**src/hdl/rsf_pkg.sv**
```systemverilog
// Shared types, widths and constants of the radix seven-segment formatter.
// No dependencies; every other file of the block imports this package.
package rsf_pkg;

  // Field widths of the input and result items.
  localparam int VALUE_W   = 16;
  localparam int RADIX_W   = 5;
  localparam int DOT_W     = 4;
  localparam int POSN_W    = 2;
  localparam int SEG_W     = 8;
  localparam int DIGIT_W   = 4;

  // Default display size, handed to the top level as a parameter.
  localparam int DIGIT_COUNT_DEF = 4;

  // Conversion consumes this many value bits per cycle.
  localparam int BITS_PER_STEP = 4;
  localparam int CONV_STEPS    = VALUE_W / BITS_PER_STEP;
  localparam int STEP_W        = $clog2(CONV_STEPS + 1);

  // Radix handling.
  localparam logic [RADIX_W-1:0] RADIX_ZERO = 5'd0;
  localparam logic [RADIX_W-1:0] RADIX_TEN  = 5'd10;
  localparam logic [RADIX_W-1:0] RADIX_MAX  = 5'd16;

  // Special segment patterns.
  localparam logic [SEG_W-1:0] SEG_MINUS = 8'h40;
  localparam logic [SEG_W-1:0] SEG_DOT   = 8'h80;
  localparam logic [SEG_W-1:0] SEG_BLANK = 8'h00;

  typedef logic [DIGIT_W-1:0] digit_t;
  typedef logic [SEG_W-1:0]   seg_t;

  // Hexadecimal digit glyphs.
  localparam seg_t SEG_TABLE [16] = '{
    8'h3F, 8'h06, 8'h5B, 8'h4F, 8'h66, 8'h6D, 8'h7D, 8'h07,
    8'h7F, 8'h6F, 8'h77, 8'h7C, 8'h39, 8'h5E, 8'h79, 8'h71
  };

  // Per-item flags that travel from the converter to the emitter.
  typedef struct packed {
    logic             neg;
    logic             radix_ten;
    logic             overflow;
    logic [DOT_W-1:0] dots;
  } rsf_flags_t;

endpackage

```
**src/hdl/rsf_channels.sv**
```systemverilog
// Valid/ready channel interfaces for the formatter's input and result items.
// Depends on rsf_pkg for the field widths.
interface rsf_in_if;
  import rsf_pkg::*;

  logic               valid;
  logic               ready;
  logic [VALUE_W-1:0] value;
  logic               signed_mode;
  logic [RADIX_W-1:0] radix_code;
  logic [DOT_W-1:0]   dot_mask;

  modport source (output valid, output value, output signed_mode, output radix_code,
                  output dot_mask, input ready);
  modport sink   (input valid, input value, input signed_mode, input radix_code,
                  input dot_mask, output ready);
endinterface

interface rsf_out_if;
  import rsf_pkg::*;

  logic              valid;
  logic              ready;
  logic [POSN_W-1:0] position;
  logic [SEG_W-1:0]  segments;
  logic              last;

  modport source (output valid, output position, output segments, output last,
                  input ready);
  modport sink   (input valid, input position, input segments, input last,
                  output ready);
endinterface

```
**src/hdl/rsf_digit_cell.sv**
```systemverilog
// One digit cell of the radix conversion chain: doubles its digit and adds
// the incoming bit, folding back by the radix. Depends on rsf_pkg.
module rsf_digit_cell (
  input  logic                                clk,
  input  logic                                clear,
  input  logic                                enable,
  input  logic [rsf_pkg::RADIX_W-1:0]         radix,
  input  logic [rsf_pkg::BITS_PER_STEP-1:0]   carry_in,
  output logic [rsf_pkg::BITS_PER_STEP-1:0]   carry_out,
  output rsf_pkg::digit_t                     digit
);
  import rsf_pkg::*;

  digit_t digit_r;
  digit_t digit_nxt;

  // Shift the bits in most significant first; each step keeps the digit
  // below the radix and passes the overflow bit to the next cell.
  always_comb begin
    logic [DIGIT_W:0] acc;
    acc       = '0;
    digit_nxt = digit_r;
    carry_out = '0;
    for (int k = BITS_PER_STEP - 1; k >= 0; k--) begin
      acc = {digit_nxt, carry_in[k]};
      if (acc >= (DIGIT_W + 1)'(radix)) begin
        acc          = acc - (DIGIT_W + 1)'(radix);
        carry_out[k] = 1'b1;
      end
      digit_nxt = acc[DIGIT_W-1:0];
    end
  end

  always_ff @(posedge clk) begin
    if (clear) begin
      digit_r <= '0;
    end else if (enable) begin
      digit_r <= digit_nxt;
    end
  end

  assign digit = digit_r;

endmodule

```
**src/hdl/rsf_converter.sv**
```systemverilog
// Input stage and conversion chain: takes an item, forms the magnitude and
// feeds it through a row of digit cells. Depends on rsf_pkg, rsf_digit_cell.
module rsf_converter #(
  parameter int DIGIT_COUNT = rsf_pkg::DIGIT_COUNT_DEF
) (
  input  logic                                          clk,
  input  logic                                          rst_n,
  rsf_in_if.sink                                        in_ch,
  output logic                                          done_valid,
  input  logic                                          done_ready,
  output logic [DIGIT_COUNT-1:0][rsf_pkg::DIGIT_W-1:0]  done_digits,
  output rsf_pkg::rsf_flags_t                           done_flags
);
  import rsf_pkg::*;

  logic                busy_r, busy_nxt;
  logic [STEP_W-1:0]   step_r;
  logic [VALUE_W-1:0]  shift_r;
  logic [RADIX_W-1:0]  radix_r;
  logic                neg_r;
  logic [DOT_W-1:0]    dots_r;
  logic                ovf_r;

  logic                accept;
  logic                running;
  logic [RADIX_W-1:0]  radix_eff;
  logic [VALUE_W-1:0]  magnitude;
  logic                in_neg;

  logic [DIGIT_COUNT:0][BITS_PER_STEP-1:0] carry;

  // Conversion runs a fixed number of steps; the result then waits here.
  assign running    = busy_r && (step_r != STEP_W'(CONV_STEPS));
  assign done_valid = busy_r && (step_r == STEP_W'(CONV_STEPS));
  assign in_ch.ready = !busy_r || (done_valid && done_ready);
  assign accept     = in_ch.valid && in_ch.ready;

  // Radix zero means ten; anything above sixteen is held at sixteen.
  always_comb begin
    if (in_ch.radix_code == RADIX_ZERO) begin
      radix_eff = RADIX_TEN;
    end else if (in_ch.radix_code > RADIX_MAX) begin
      radix_eff = RADIX_MAX;
    end else begin
      radix_eff = in_ch.radix_code;
    end
  end

  // Negative signed numbers are shown by magnitude; the most negative
  // value wraps to itself, which reads correctly as unsigned.
  assign in_neg    = in_ch.signed_mode && in_ch.value[VALUE_W-1];
  assign magnitude = in_neg ? (~in_ch.value + VALUE_W'(1)) : in_ch.value;

  // Control state.
  always_comb begin
    busy_nxt = busy_r;
    if (accept) begin
      busy_nxt = 1'b1;
    end else if (done_valid && done_ready) begin
      busy_nxt = 1'b0;
    end
  end

  always_ff @(posedge clk) begin
    if (!rst_n) begin
      busy_r <= 1'b0;
    end else begin
      busy_r <= busy_nxt;
    end
  end

  // Item registers and step counter.
  always_ff @(posedge clk) begin
    if (accept) begin
      step_r  <= '0;
      shift_r <= magnitude;
      radix_r <= radix_eff;
      neg_r   <= in_neg;
      dots_r  <= in_ch.dot_mask;
      ovf_r   <= 1'b0;
    end else if (running) begin
      step_r  <= step_r + STEP_W'(1);
      shift_r <= shift_r << BITS_PER_STEP;
      ovf_r   <= ovf_r || (|carry[DIGIT_COUNT]);
    end
  end

  // The least significant cell takes the top bits of the magnitude.
  assign carry[0] = shift_r[VALUE_W-1 -: BITS_PER_STEP];

  for (genvar g = 0; g < DIGIT_COUNT; g++) begin : g_cell
    rsf_digit_cell u_cell (
      .clk       (clk),
      .clear     (accept),
      .enable    (running),
      .radix     (radix_r),
      .carry_in  (carry[g]),
      .carry_out (carry[g+1]),
      .digit     (done_digits[g])
    );
  end

  // Flags handed to the emitter with the digits.
  always_comb begin
    done_flags.neg       = neg_r;
    done_flags.radix_ten = (radix_r == RADIX_TEN);
    done_flags.overflow  = ovf_r;
    done_flags.dots      = dots_r;
  end

endmodule

```
**src/hdl/rsf_emitter.sv**
```systemverilog
// Output stage: holds one converted item and sends its display writes,
// rightmost digit first, then the minus sign. Depends on rsf_pkg.
module rsf_emitter #(
  parameter int DIGIT_COUNT = rsf_pkg::DIGIT_COUNT_DEF
) (
  input  logic                                          clk,
  input  logic                                          rst_n,
  input  logic                                          ld_valid,
  output logic                                          ld_ready,
  input  logic [DIGIT_COUNT-1:0][rsf_pkg::DIGIT_W-1:0]  ld_digits,
  input  rsf_pkg::rsf_flags_t                           ld_flags,
  rsf_out_if.source                                     out_ch
);
  import rsf_pkg::*;

  localparam int CNT_W = (DIGIT_COUNT > 1) ? $clog2(DIGIT_COUNT) : 1;

  logic                                 valid_r, valid_nxt;
  logic                                 minus_r, minus_nxt;
  logic [CNT_W-1:0]                     pos_r;
  logic                                 first_r;
  logic [DIGIT_COUNT-1:0][DIGIT_W-1:0]  dig_r;
  rsf_flags_t                           flags_r;

  logic             take;
  logic             load;
  logic             pos_zero;
  logic             blank;
  logic [CNT_W+1:0] pos_ext;

  assign take     = out_ch.valid && out_ch.ready;
  assign pos_zero = (pos_r == '0);
  assign ld_ready = !valid_r || (out_ch.ready && out_ch.last);
  assign load     = ld_valid && ld_ready;

  // Radix ten blanks a position once the rest of the number is zero.
  assign blank = flags_r.radix_ten && !first_r && !flags_r.overflow && !(|dig_r);

  // Result item from the held digit row.
  assign pos_ext         = {2'b00, pos_r};
  assign out_ch.valid    = valid_r;
  assign out_ch.last     = minus_r || (pos_zero && !flags_r.neg);
  assign out_ch.position = minus_r ? POSN_W'(0) : pos_ext[POSN_W-1:0];

  always_comb begin
    if (minus_r) begin
      out_ch.segments = SEG_MINUS;
    end else if (blank) begin
      out_ch.segments = SEG_BLANK;
    end else begin
      out_ch.segments = SEG_TABLE[dig_r[0]] | (flags_r.dots[0] ? SEG_DOT : SEG_BLANK);
    end
  end

  // Control state: digit writes, then the optional minus sign.
  always_comb begin
    valid_nxt = valid_r;
    minus_nxt = minus_r;
    if (load) begin
      valid_nxt = 1'b1;
      minus_nxt = 1'b0;
    end else if (take) begin
      if (minus_r) begin
        valid_nxt = 1'b0;
      end else if (pos_zero) begin
        if (flags_r.neg) begin
          minus_nxt = 1'b1;
        end else begin
          valid_nxt = 1'b0;
        end
      end
    end
  end

  always_ff @(posedge clk) begin
    if (!rst_n) begin
      valid_r <= 1'b0;
      minus_r <= 1'b0;
    end else begin
      valid_r <= valid_nxt;
      minus_r <= minus_nxt;
    end
  end

  // Digit row shifts one place toward the output per write.
  always_ff @(posedge clk) begin
    if (load) begin
      dig_r   <= ld_digits;
      flags_r <= ld_flags;
      pos_r   <= CNT_W'(DIGIT_COUNT - 1);
      first_r <= 1'b1;
    end else if (take && !minus_r && !pos_zero) begin
      dig_r        <= dig_r >> DIGIT_W;
      flags_r.dots <= flags_r.dots >> 1;
      pos_r        <= pos_r - CNT_W'(1);
      first_r      <= 1'b0;
    end
  end

endmodule

```
**src/hdl/radix_seven_segment_formatter.sv**
```systemverilog
// Top level of the radix seven-segment formatter.
// Depends on rsf_pkg, rsf_channels, rsf_converter and rsf_emitter.
//
// Usage:
//   in_ch carries one number per item: value, signed_mode, radix_code and
//   dot_mask. out_ch carries display writes (position, segments, last),
//   one per cycle while out_ch.ready is high: DIGIT_COUNT digit writes from
//   the rightmost position leftward, plus a minus-sign write to position 0 for
//   negative numbers. last marks the final write of each item.
// Timing: an accepted item is converted in the conversion chain of digit
//   cells, which takes 4 value bits per cycle, and is then loaded into the
//   emitter register, from which its first write is offered.
// Throughput: the conversion chain and the emitter register overlap, so a new
//   item is taken while the previous one's writes are still being sent.
// Reset: rst_n low clears both stages; nothing is in flight afterward.
// Stall: when out_ch.ready is low the current write holds, the finished
//   conversion waits in the chain, and in_ch.ready drops until room opens.
module radix_seven_segment_formatter #(
  parameter int DIGIT_COUNT = rsf_pkg::DIGIT_COUNT_DEF
) (
  input  logic       clk,
  input  logic       rst_n,
  rsf_in_if.sink     in_ch,
  rsf_out_if.source  out_ch
);
  import rsf_pkg::*;

  logic                                conv_valid;
  logic                                conv_ready;
  logic [DIGIT_COUNT-1:0][DIGIT_W-1:0] conv_digits;
  rsf_flags_t                          conv_flags;

  // Conversion chain.
  rsf_converter #(
    .DIGIT_COUNT (DIGIT_COUNT)
  ) u_converter (
    .clk         (clk),
    .rst_n       (rst_n),
    .in_ch       (in_ch),
    .done_valid  (conv_valid),
    .done_ready  (conv_ready),
    .done_digits (conv_digits),
    .done_flags  (conv_flags)
  );

  // Write sequencer.
  rsf_emitter #(
    .DIGIT_COUNT (DIGIT_COUNT)
  ) u_emitter (
    .clk       (clk),
    .rst_n     (rst_n),
    .ld_valid  (conv_valid),
    .ld_ready  (conv_ready),
    .ld_digits (conv_digits),
    .ld_flags  (conv_flags),
    .out_ch    (out_ch)
  );

endmodule

```
**src/flat_wrapper.sv**
```systemverilog
// flat-port wrapper written by rule: the top's interface ports become plain ports
module radix_seven_segment_formatter_flat import rsf_pkg::*;
#(
  parameter int DIGIT_COUNT = rsf_pkg::DIGIT_COUNT_DEF
)
  (clk, rst_n, in_ch_valid, in_ch_value, in_ch_signed_mode, in_ch_radix_code, in_ch_dot_mask, in_ch_ready, out_ch_valid, out_ch_position, out_ch_segments, out_ch_last, out_ch_ready);
  rsf_in_if in_ch_i ();
  rsf_out_if out_ch_i ();
  input  logic clk;
  input  logic rst_n;
  input wire logic [$bits(in_ch_i.valid)-1:0] in_ch_valid;
  input wire logic [$bits(in_ch_i.value)-1:0] in_ch_value;
  input wire logic [$bits(in_ch_i.signed_mode)-1:0] in_ch_signed_mode;
  input wire logic [$bits(in_ch_i.radix_code)-1:0] in_ch_radix_code;
  input wire logic [$bits(in_ch_i.dot_mask)-1:0] in_ch_dot_mask;
  output wire logic [$bits(in_ch_i.ready)-1:0] in_ch_ready;
  output wire logic [$bits(out_ch_i.valid)-1:0] out_ch_valid;
  output wire logic [$bits(out_ch_i.position)-1:0] out_ch_position;
  output wire logic [$bits(out_ch_i.segments)-1:0] out_ch_segments;
  output wire logic [$bits(out_ch_i.last)-1:0] out_ch_last;
  input wire logic [$bits(out_ch_i.ready)-1:0] out_ch_ready;
  assign in_ch_i.valid = in_ch_valid;
  assign in_ch_i.value = in_ch_value;
  assign in_ch_i.signed_mode = in_ch_signed_mode;
  assign in_ch_i.radix_code = in_ch_radix_code;
  assign in_ch_i.dot_mask = in_ch_dot_mask;
  assign in_ch_ready = in_ch_i.ready;
  assign out_ch_valid = out_ch_i.valid;
  assign out_ch_position = out_ch_i.position;
  assign out_ch_segments = out_ch_i.segments;
  assign out_ch_last = out_ch_i.last;
  assign out_ch_i.ready = out_ch_ready;
  radix_seven_segment_formatter #(.DIGIT_COUNT(DIGIT_COUNT)) u_core (.clk(clk), .rst_n(rst_n), .in_ch(in_ch_i), .out_ch(out_ch_i));
endmodule
```
**config.mk**
```make
export PLATFORM = sky130hd
export DESIGN_NAME = radix_seven_segment_formatter_flat
export DESIGN_NICKNAME = d
export VERILOG_FILES = /design/src/hdl/rsf_pkg.sv /design/src/hdl/rsf_channels.sv /design/src/hdl/rsf_digit_cell.sv /design/src/hdl/rsf_converter.sv /design/src/hdl/rsf_emitter.sv /design/src/hdl/radix_seven_segment_formatter.sv /design/src/flat_wrapper.sv
export SDC_FILE = /design/constraint.sdc
export NUM_CORES = 1
export LEC_CHECK = 0
export ABC_CLOCK_PERIOD_IN_PS = 10000
export BUFFER_PORTS_ARGS = -buffer_cell sky130_fd_sc_hd__buf_4
export CORE_MARGIN = 1
export CORE_UTILIZATION = 60
export CTS_BUF_LIST = sky130_fd_sc_hd__clkbuf_4 sky130_fd_sc_hd__clkbuf_8
export DETAILED_ROUTE_END_ITERATION = 8
export PLACE_DENSITY_LB_ADDON = 0.15
export SYNTH_ARGS = -nofsm -noshare
export SYNTH_HDL_FRONTEND = slang
export SYNTH_SLANG_ARGS = --single-unit
```
**constraint.sdc**
```tcl
create_clock -name clk -period 10 [get_ports clk]
set_clock_uncertainty 0.15 [all_clocks]
set_input_delay 0.5 -clock clk [delete_from_list [all_inputs] [get_ports clk]]
set_output_delay 0.5 -clock clk [all_outputs]
set_load 0.02 [all_outputs]
```
; ---- After elaboration in Yosys (flattened, before gate mapping)
; Memory sizes are Yosys's and may differ from the RTL's.
; Index checks and enable logic that the tools add are counted.
[op_classes]
addsub = 19
order_cmp = 18
n_eq_ne = 4
mux = 56
n_bitwise = 4
n_reduce_logical = 37
[ops]
columns = cell, n
row1 = >= comparator 5 bit, 16
row2 = 2-to-1 mux 16 bit, 5
row3 = 2-to-1 mux 4 bit, 18
row4 = subtractor 4 bit, 16
row5 = 2-to-1 mux 8 bit, 5
row6 = 2-to-1 mux 1 bit, 26
row7 = adder 16 x 1 -> 16 bit (second input constant), 1
row8 = inverter 16 bit, 1
row9 = OR reduction 16 bit, 1
row10 = logical AND 1 bit, 13
row11 = zero test 1 bit, 8
row12 = bitwise OR 8 bit, 1
row13 = nonzero test 2 bit, 4
row14 = equality test 5 x 4 -> 1 bit (second input constant), 1
row15 = >= comparator 5 bit (second input constant), 1
row16 = > comparator 5 bit (second input constant), 1
row17 = zero test 5 bit, 1
row18 = 2-to-1 mux 5 bit, 1
row19 = inverter 4 -> 5 bit, 1
row20 = logical OR 1 bit, 4
row21 = OR reduction 2 bit, 2
row22 = OR reduction 4 bit, 1
row23 = adder 3 x 1 -> 3 bit (second input constant), 1
row24 = equality test 3 bit (second input constant), 1
row25 = other kinds (8), 8
[word_totals]
reg_bits = 75
rom_bits = 128
in_bits = 30
output_inout_bits = 13
wordCells = 163
mem_count = 1
[mem_list]
columns = name, words, width, read_ports, rd_ports_with_merged_regs, write_ports, line_no
row1 = (no name shown), 16, 8, 1, 0, 0, rsf_emitter.sv:51  ; out_ch.segments = SEG_TABLE[dig_r[0]] | (flags_r.dots[0] ? SEG_DOT : SEG_BLANK);

; ---- Logic depth before layout (Yosys ltp)
; Gate-level depths: netlist (run 1).
[depth]
word_depth = 16
depth_mapped = 43
mapped_depth_nobuf = 42

; ---- By module
; Synthesis (run 1) repeated with hierarchy kept, for this count alone.
[unflattened]
cells_unflattened = 796
area_unflattened_um2 = 7402.1
[modules_own_cells]
columns = module, instances, cells_each, area_per_inst_um2, seq_area_each_um2
row1 = rsf_digit_cell at u_core.u_converter.g_cell[1].u_cell ..., 2, 132, 1046.0, 80.1
row2 = rsf_converter, 1, 153, 1656.6, 880.8
row3 = rsf_emitter, 1, 123, 1567.8, 790.8
row4 = rsf_digit_cell at u_core.u_converter.g_cell[0].u_cell, 1, 128, 1047.3, 80.1
row5 = rsf_digit_cell at u_core.u_converter.g_cell[3].u_cell, 1, 128, 1038.5, 80.1

; ---- Least setup slack after synthesis (run 1)
; No wires, ideal clock.
[synth_timing]
path_kind = register to register
start = reg u_core.u_converter.radix_r[1]
end = reg u_core.u_converter.ovf_r
setup_ns = 0.121
t_arrival_ns = 8.759
required_time_ns = 9.729
path_slack_ns = 0.969
path_stages_with_launch = 41
cell_sequence = edfxtp_1 > inv_1 > ha_1 > a21o_1 > a31oi_2 > o21ai_2 > mux2_4 > ha_1 > a21oi_1 > o21a_1 > o21ai_1 > inv_1 > o211ai_1 > and2_1 > ha_1 > a21oi_1 > o21ai_1 > a31oi_2 > (+5 left out) > ha_1 > nor2b_1 > o21ai_1 > a31oi_1 > buf_1 > mux2i_1 > ha_1 > a21o_1 > a31oi_1 > o21ai_1 > inv_1 > ha_1 > nand2b_1 > a31oi_1 > o21ai_1 > or4_1 > a21oi_1 > nor2_1
[synth_via]
elab_chain_len = 16
elab_cells_between_ends = 58
[synth_rtl]
columns = element, line_no
row1 = "start, declared", rsf_converter.sv:19  ; logic [RADIX_W-1:0] radix_r;
row2 = "start signal, assigned", rsf_converter.sv:77  ; radix_r <= radix_eff;
row3 = subtractor 4 bit / >= comparator 5 bit (equally long branches), "rsf_digit_cell.sv:27, rsf_digit_cell.sv:26"
row4 = 2-to-1 mux 4 bit / 2-to-1 mux 1 bit (equally long branches), rsf_digit_cell.sv:26  ; if (acc >= (DIGIT_W + 1)'(radix)) begin
row5 = subtractor 4 bit / >= comparator 5 bit (equally long branches), "rsf_digit_cell.sv:27, rsf_digit_cell.sv:26"
row6 = 2-to-1 mux 4 bit / 2-to-1 mux 1 bit (equally long branches), rsf_digit_cell.sv:26
row7 = subtractor 4 bit / >= comparator 5 bit (equally long branches), "rsf_digit_cell.sv:27, rsf_digit_cell.sv:26"
row8 = 2-to-1 mux 4 bit / 2-to-1 mux 1 bit (equally long branches), rsf_digit_cell.sv:26
row9 = >= comparator 5 bit / subtractor 4 bit (equally long branches), "rsf_digit_cell.sv:26, rsf_digit_cell.sv:27"
row10 = 2-to-1 mux 1 bit / 2-to-1 mux 4 bit (equally long branches), rsf_digit_cell.sv:26
row11 = >= comparator 5 bit / subtractor 4 bit (equally long branches), "rsf_digit_cell.sv:26, rsf_digit_cell.sv:27"
row12 = 2-to-1 mux 1 bit / 2-to-1 mux 4 bit (equally long branches), rsf_digit_cell.sv:26
row13 = >= comparator 5 bit / subtractor 4 bit (equally long branches), "rsf_digit_cell.sv:26, rsf_digit_cell.sv:27"
row14 = 2-to-1 mux 1 bit / 2-to-1 mux 4 bit (equally long branches), rsf_digit_cell.sv:26
row15 = >= comparator 5 bit, rsf_digit_cell.sv:26
row16 = 2-to-1 mux 1 bit, rsf_digit_cell.sv:26
row17 = OR reduction 4 bit (*), rsf_converter.sv:84  ; ovf_r <= ovf_r || (|carry[DIGIT_COUNT]);
row18 = logical OR 1 bit (*), rsf_converter.sv:84
row19 = "end signal, assigned", rsf_converter.sv:84
row20 = "end, declared", rsf_converter.sv:22  ; logic ovf_r;
; Mark *: on every way between the ends. The rest lies on a longest branch, timed or not.
; A chain may end at the register's enable or synchronous reset.

; ---- Worst setup path in the final report (run 1)
[layout_timing]
start = reg u_core.u_converter.radix_r[2]
end = reg u_core.u_converter.ovf_r
[layout_via]
elab_chain_len = 16
elab_cells_between_ends = 58
[layout_rtl]
columns = element, line_no
row1 = subtractor 4 bit / >= comparator 5 bit (equally long branches), "rsf_digit_cell.sv:27, rsf_digit_cell.sv:26"
row2 = 2-to-1 mux 4 bit / 2-to-1 mux 1 bit (equally long branches), rsf_digit_cell.sv:26
row3 = subtractor 4 bit / >= comparator 5 bit (equally long branches), "rsf_digit_cell.sv:27, rsf_digit_cell.sv:26"
row4 = 2-to-1 mux 4 bit / 2-to-1 mux 1 bit (equally long branches), rsf_digit_cell.sv:26
row5 = >= comparator 5 bit / subtractor 4 bit (equally long branches), "rsf_digit_cell.sv:26, rsf_digit_cell.sv:27"
row6 = 2-to-1 mux 1 bit / 2-to-1 mux 4 bit (equally long branches), rsf_digit_cell.sv:26
row7 = subtractor 4 bit / >= comparator 5 bit (equally long branches), "rsf_digit_cell.sv:27, rsf_digit_cell.sv:26"
row8 = 2-to-1 mux 4 bit / 2-to-1 mux 1 bit (equally long branches), rsf_digit_cell.sv:26
row9 = >= comparator 5 bit / subtractor 4 bit (equally long branches), "rsf_digit_cell.sv:26, rsf_digit_cell.sv:27"
row10 = 2-to-1 mux 1 bit / 2-to-1 mux 4 bit (equally long branches), rsf_digit_cell.sv:26
row11 = >= comparator 5 bit / subtractor 4 bit (equally long branches), "rsf_digit_cell.sv:26, rsf_digit_cell.sv:27"
row12 = 2-to-1 mux 1 bit / 2-to-1 mux 4 bit (equally long branches), rsf_digit_cell.sv:26
row13 = >= comparator 5 bit, rsf_digit_cell.sv:26
row14 = 2-to-1 mux 1 bit, rsf_digit_cell.sv:26
row15 = OR reduction 4 bit (*), rsf_converter.sv:84
row16 = logical OR 1 bit (*), rsf_converter.sv:84
; Marks and branches as above.

==> reports/metrics.yaml, run 1 <==
worst_setup_path:
  cp.required_ps: 10080
  slowest_stage: "mux2i_1"
  crit_path_end_kind: "flop"
  cp_max_fo: 9
  arrival_ps: 9240
  cp_top_family: "compound AO/OA/AOI/OAI gates"
  startpoint_type: "flop"
  worstSetupPathType: "reg2reg"
  cpPeakStageDelay_ps: 500
  reg2reg_slack_ps: 840
  cp_common_cell: "ha_1"
  worst-path-buf-inv: 4
routing:
  routed_wl_um: 15950
  avgViaCountPerCell: 5.934
  drt_iter0_drc: 327
  drc: 0
  via_count: 5643
  ant_nets: 0
  first_pass_iters: 6
  wl_per_cell_um: 16.77
die:
  rows: 38
  die_h_um: 108.8
  io_pins: 43
  dieArea_um2: 11830
  coreArea_um2: 10980
  die_width_um: 108.8
  initial_core_util: 0.6229
timing:
  max_freq_mhz: 109.1
  slew_violations: 0
  tns_ps: 0
  whs_ps: 162.3
  worstMarginPinSlew_ps: 1000
  slew_headroom: 0.3314
  period_needed_ps: 9163
  hold_viol_final: 0
  setup_viol: 0
  rsz0062_at_grt: "false"
  finalCritPeriodShare: 0.9163
clock_tree:
  worstSkewPairLatency_ps: 360
  cts-resized-gates: 0
  path_clk_slew_ps: 80
  tritoncts: "done"
  cts.htree.levels: 3
  cts-root-buf: "clkbuf_8"
  clock-sinks: 75
  cts_setup_buffers: 0
  cts_buffers: 9
  clockBufferDepth: 2
  ctsHoldBuffers: 0
logic_synthesis:
  avgSynthCellArea_um2: 9.026
  synth_edf_count: 49
  yosysSeqAreaShare: 0.2911
  synthArstFlopShare: 0
  ys.flop_type: "edfxtp_1"
  synthCells: 758
  netlist_area_um2: 6842
  synth_nets: 895
  synth_cell_types: 58
  synth.ff_latch_count: 75
  yosysWarnings: 0
outcome:
  status: "completed"
place:
  hpwl_um: 11990
  place.port_buffers: 42
  gp_congestion: 0.8940
finish:
  drive_gt1_frac: 0.1381
  final_nets: 943
  antenna_cells: 0
  syn2layout_area_growth_pct: 10.20
global_routing:
  globalRoute.busiestLayer: "met2"
  antenna_found_initial: 0
  grtUsageMet2: 0.5172
  grt_pass1_wl_um: 26280
  grt_max_degree: 47
  track_usage: 0.2873
  grt_use_met1: 0.3319
  grtUsageMet3: 0.05619
  overflow: 0
  grt_pass1_vias: 5808
min_path:
  hold_class: "in2reg"
job:
  cap_violations: 0
==> per-layer routing <==
metal	vias up	wire length, um
met5	-	0
met4	0	397
met3	31	666
met2	138	8032
met1	2672	6849
li1	2802	-
==> cell usage in the layout, fill, tap and decap left out, types with 16 or more instances in the layout <==
master / instances
a21oi_1: 55
xnor2_1: 32
dfxtp_1: 26
a31oi_1: 19
nand2b_1: 17
nand2_1: 108
o21ai_0: 18
nor2_1: 27
o21ai_1: 29
buf_4: 55
ha_1: 91
inv_1: 58
fa_1: 16
a21o_1: 34
edfxtp_1: 49
==> per-stage QoR <==
step	std cells	setup slack (ps)	util	area, um2
global route	951	112.1	0.6865	7540
CTS	951	849.5	0.6861	7536
global placement	935	1104	0.6702	7361
finish	951	837.1	0.6865	7540
detailed placement	935	864.7	0.6702	7361
floorplan	758	969.2	-	6842
==> worst reg2reg max path: cells and delay by family, from the launching register on <==
family / cells / cell delay, ps
AO/OA/AOI/OAI: 18 / 3650
adder cells (fa/ha/maj): 7 / 2290
multiplexers: 3 / 1210
AND/OR/NAND/NOR: 6 / 910
buffers and inverters: 4 / 460
flip-flops: 1 / 360
==> path summary, 6_finish.rpt <==
path | startpoint | end | cells past startpoint
max | u_core.u_converter.radix_r[2]$_SDFFCE_PP0P_ | u_core.u_converter.ovf_r$_SDFFE_PP0P_ | 38
min | in_ch_dot_mask[0] | u_core.u_converter.dots_r[0]$_DFFE_PP_ | 1
min reg2reg | u_core.u_converter.neg_r$_DFFE_PP_ | u_core.u_emitter.flags_r[6]$_DFFE_PP_ | 0
max reg2reg | u_core.u_converter.radix_r[2]$_SDFFCE_PP0P_ | u_core.u_converter.ovf_r$_SDFFE_PP0P_ | 38
==> kinds of logic after synthesis <==
| kind of cell | Yosys count | share of synthesized area |
|---|---|---|
| AOI/OAI and AO/OA | 195 | 0.1792 |
| xor gates and xnor gates | 47 | 0.06017 |
| adders and majority gates | 107 | 0.2132 |
| buffers and inverters | 82 | 0.04517 |
| DFF | 75 | 0.2911 |
| muxes | 38 | 0.06474 |
| and+or+nand+nor | 214 | 0.1463 |
==> state kept, by name (all words and copies together), names as in the netlist <==
name,cells
u_core.u_converter.ovf_r,1
u_core.u_converter.dots_r,4
u_core.u_emitter.flags_r,7
u_core.u_converter.radix_r,5
u_core.u_emitter.dig_r,16
u_core.u_emitter.minus_r,1
u_core.u_converter.neg_r,1
u_core.u_emitter.out_ch.valid,1
u_core.u_emitter.first_r,1
u_core.u_emitter.pos_r,2
u_core.u_converter.shift_r,16
u_core.u_converter.step_r,3
u_core.u_converter.g_cell.u_cell.digit,16
u_core.u_converter.busy_r,1
==> cell usage after synthesis, types with 3 or more instances <==
| cell | n | area, um2 |
|---|---|---|
| mux2_4 | 5 | 75.07 |
| fa_1 | 16 | 320.3 |
| dfxtp_1 | 26 | 520.5 |
| clkbuf_1 | 15 | 56.30 |
| a21o_1 | 34 | 255.2 |
| o21a_1 | 5 | 37.54 |
| o211ai_1 | 6 | 45.04 |
| xor2_1 | 15 | 131.4 |
| nand2_1 | 108 | 405.4 |
| o21ai_2 | 6 | 52.55 |
| inv_1 | 58 | 217.7 |
| and2_1 | 12 | 75.07 |
| a31oi_1 | 19 | 118.9 |
| inv_2 | 6 | 22.52 |
| o21ai_0 | 18 | 90.09 |
| ha_1 | 91 | 1139 |
| xnor2_1 | 32 | 280.3 |
| nand3_1 | 12 | 60.06 |
| a21oi_1 | 55 | 275.3 |
| a32oi_1 | 3 | 26.28 |
| mux2i_1 | 14 | 140.1 |
| mux2_2 | 15 | 168.9 |
| edfxtp_1 | 49 | 1471 |
| o21ai_1 | 30 | 150.1 |
| or4_1 | 4 | 30.03 |
| nor2_1 | 27 | 101.4 |
| nand2b_1 | 17 | 106.4 |
| nor3_1 | 5 | 25.02 |
| nor2b_1 | 8 | 50.05 |
| nor4_1 | 8 | 50.05 |
==> area by class of cell <==
cell class	count	area, um2
multi-input cells	601	4544
fillers	880	3443
flip-flops and latches	75	1992
repair buffers	55	412.9
inverters	64	240.2
well taps	140	175.2
clock buffers	13	160.2
clock inverters	3	15.01
Power of run 1 is left out: the tool's default activity adds up to more than one toggle a clock period on the data nets, which glitch-free logic cannot reach.
==> inputs of run 2 (changes only) <==
--- a/config.mk
+++ b/config.mk
@@ -6,7 +6,7 @@
 export NUM_CORES = 1
 export LEC_CHECK = 0
 export ABC_CLOCK_PERIOD_IN_PS = 10000
-export BUFFER_PORTS_ARGS = -buffer_cell sky130_fd_sc_hd__buf_4
+export BUFFER_PORTS_ARGS = -buffer_cell sky130_fd_sc_hd__buf_2
 export CORE_MARGIN = 1
 export CORE_UTILIZATION = 60
 export CTS_BUF_LIST = sky130_fd_sc_hd__clkbuf_4 sky130_fd_sc_hd__clkbuf_8
==> constraint.sdc (replaced) <==
create_clock -name clk -period 10 [get_ports clk]
set_clock_uncertainty 0.15 [all_clocks]
set_input_delay 1 -clock clk [delete_from_list [all_inputs] [get_ports clk]]
set_output_delay 1 -clock clk [all_outputs]
set_load 0.02 [all_outputs]
==> run 2 against run 1 <==
Against the previous run: critical path depth rose by 2; clock-buffer cell count rose by 1; non-clock buffer count grew 1; global-route usage up 0.072 points; register-to-register slack is essentially flat; wire length is 0.12% higher; sequential share of layout area increased by 0.35 points; hold slack improved by 120 ps; largest cell class unchanged.
==> reports/metrics.yaml, run 2 (synthesis gave the netlist of run 1 again) <==
timing:
  setup_viol: 0  # unchanged
  hold_viol_final: 0  # unchanged
  rsz0062_at_grt: "false"
  tns_ps: 0  # unchanged
  max_freq_mhz: 109.0  # -0.14%
  slew_headroom: 0.4019  # +0.07043
  slew_violations: 0  # unchanged
  worstMarginPinSlew_ps: 895.0  # -105.4 ps
  period_needed_ps: 9175  # +12.44 ps
  finalWorstSetupSlack_ps: 824.6  # -12.44 ps
  finalCritPeriodShare: 0.9175  # +0.001244
finish:
  drive_gt1_frac: 0.1392  # +0.001061
  final_cell_mix: "nand2_1, ha_1, inv_1"
  layout_commonest_cell: "nand2_1"
  nFillCells: 889  # +1.0%
  final_nets: 944  # +0.11%
  syn2layout_area_growth_pct: 8.760
  antenna_cells: 0  # unchanged
routing:
  avgViaCountPerCell: 5.979  # +0.76%
  drt_iter0_drc: 369  # +13%
  ant_nets: 0  # unchanged
  via_count: 5692  # +0.87%
  drc: 0  # unchanged
  first_pass_iters: 4  # -2
  routed_wl_um: 15970  # +0.12%
  wl_per_cell_um: 16.77  # about the same
global_routing:
  grt_max_degree: 47  # unchanged
  track_usage: 0.2880  # +0.0007158
  overflow: 0  # unchanged
  grt_pass1_vias: 5724  # -1.4%
  grt_pass1_wl_um: 26500  # +0.84%
  antenna_found_initial: 0  # unchanged
die:
  initial_core_util: 0.6229  # unchanged
  io_pins: 43  # unchanged
  dieArea_um2: 11830  # unchanged
  rows: 38  # unchanged
  die_h_um: 108.8  # unchanged
  coreArea_um2: 10980  # unchanged
  die_width_um: 108.8  # unchanged
place:
  hpwl_um: 12100  # +0.93%
  place.port_buffers: 42  # unchanged
  post-place-ws_ps: 855.0  # -9.654 ps
  gp_congestion: 0.8558  # -4.3%
outcome:
  status: "completed"
clock_tree:
  clockBufferDepth: 2  # unchanged
  cts-resized-gates: 0  # unchanged
  cts-root-buf: "clkbuf_8"
  cts_buffers: 9  # unchanged
  ctsHoldBuffers: 0  # unchanged
  clock-sinks: 75  # unchanged
  cts_setup_buffers: 0  # unchanged
  cts.htree.levels: 3  # unchanged
  path_clk_slew_ps: 80  # about the same
  worstSkewPairLatency_ps: 360  # about the same
  tritoncts: "done"
worst_setup_path:
  worstSetupPathType: "reg2reg"
  worst-path-buf-inv: 6  # +2
  cp_common_cell: "ha_1"
  cpPeakStageDelay_ps: 460  # -40 ps
  cp.required_ps: 10090  # about the same
  crit_path_end_kind: "flop"
  cp_max_fo: 17  # +8
  arrival_ps: 9270  # +30 ps
  cp_top_family: "compound AO/OA/AOI/OAI gates"
  startpoint_type: "flop"
  slowest_stage: "or4_1"
job:
  cap_violations: 0  # unchanged
min_path:
  hold_class: "reg2reg"
## run 2: changes by cell type in the layout (fill, tap and decap cells not counted), sizes merged
cell	change
clkbuf	+1
buf	+1
clkinvlp	+1
clkinv	-2
## run 2: worst paths after layout
path	slack, ps	start	end	cells past startpoint
hold / removal	290	u_core.u_converter.neg_r$_DFFE_PP_	u_core.u_emitter.flags_r[6]$_DFFE_PP_	0
hold reg to reg	290	u_core.u_converter.neg_r$_DFFE_PP_	u_core.u_emitter.flags_r[6]$_DFFE_PP_	0
setup / recovery	820	u_core.u_converter.radix_r[0]$_SDFFCE_PP0P_	u_core.u_converter.ovf_r$_SDFFE_PP0P_	40
setup reg to reg	820	u_core.u_converter.radix_r[0]$_SDFFCE_PP0P_	u_core.u_converter.ovf_r$_SDFFE_PP0P_	40
## run 2: stage by stage
stage               instances    util  instance area, um2  hold WS (ps)
global route              952  0.6775                7441         307.1
CTS                       952  0.6771                7437         282.5
floorplan                 758       -                6842         250.3
global placement          936  0.6613                7263         250.9
finish                    952  0.6775                7441         286.0
detailed placement        936  0.6613                7263         262.3
## run 2: area by class of cell
class	count	area, um2	area share
repair buffers	56	315.3	0.04237
flip-flops and latches	75	1992	0.2677
inverters	64	240.2	0.03229
clock buffers	14	161.4	0.02169
clock inverters	2	12.51	0.001682
multi-input cells	601	4544	0.6107
well taps	140	175.2	0.02354
## run 2: metal layers
metal / wire, um / share of wire / vias to the layer above / global-route usage
li1: - / - / 2811 / -
met1: 7126 / 0.45 / 2735 / 0.3610
met2: 7913 / 0.50 / 118 / 0.5000
met3: 534 / 0.033 / 28 / 0.04603
met4: 391 / 0.024 / 0 / 0.1023
met5: 0 / 0 / - / 0
Power of run 2 is left out for the same reason.
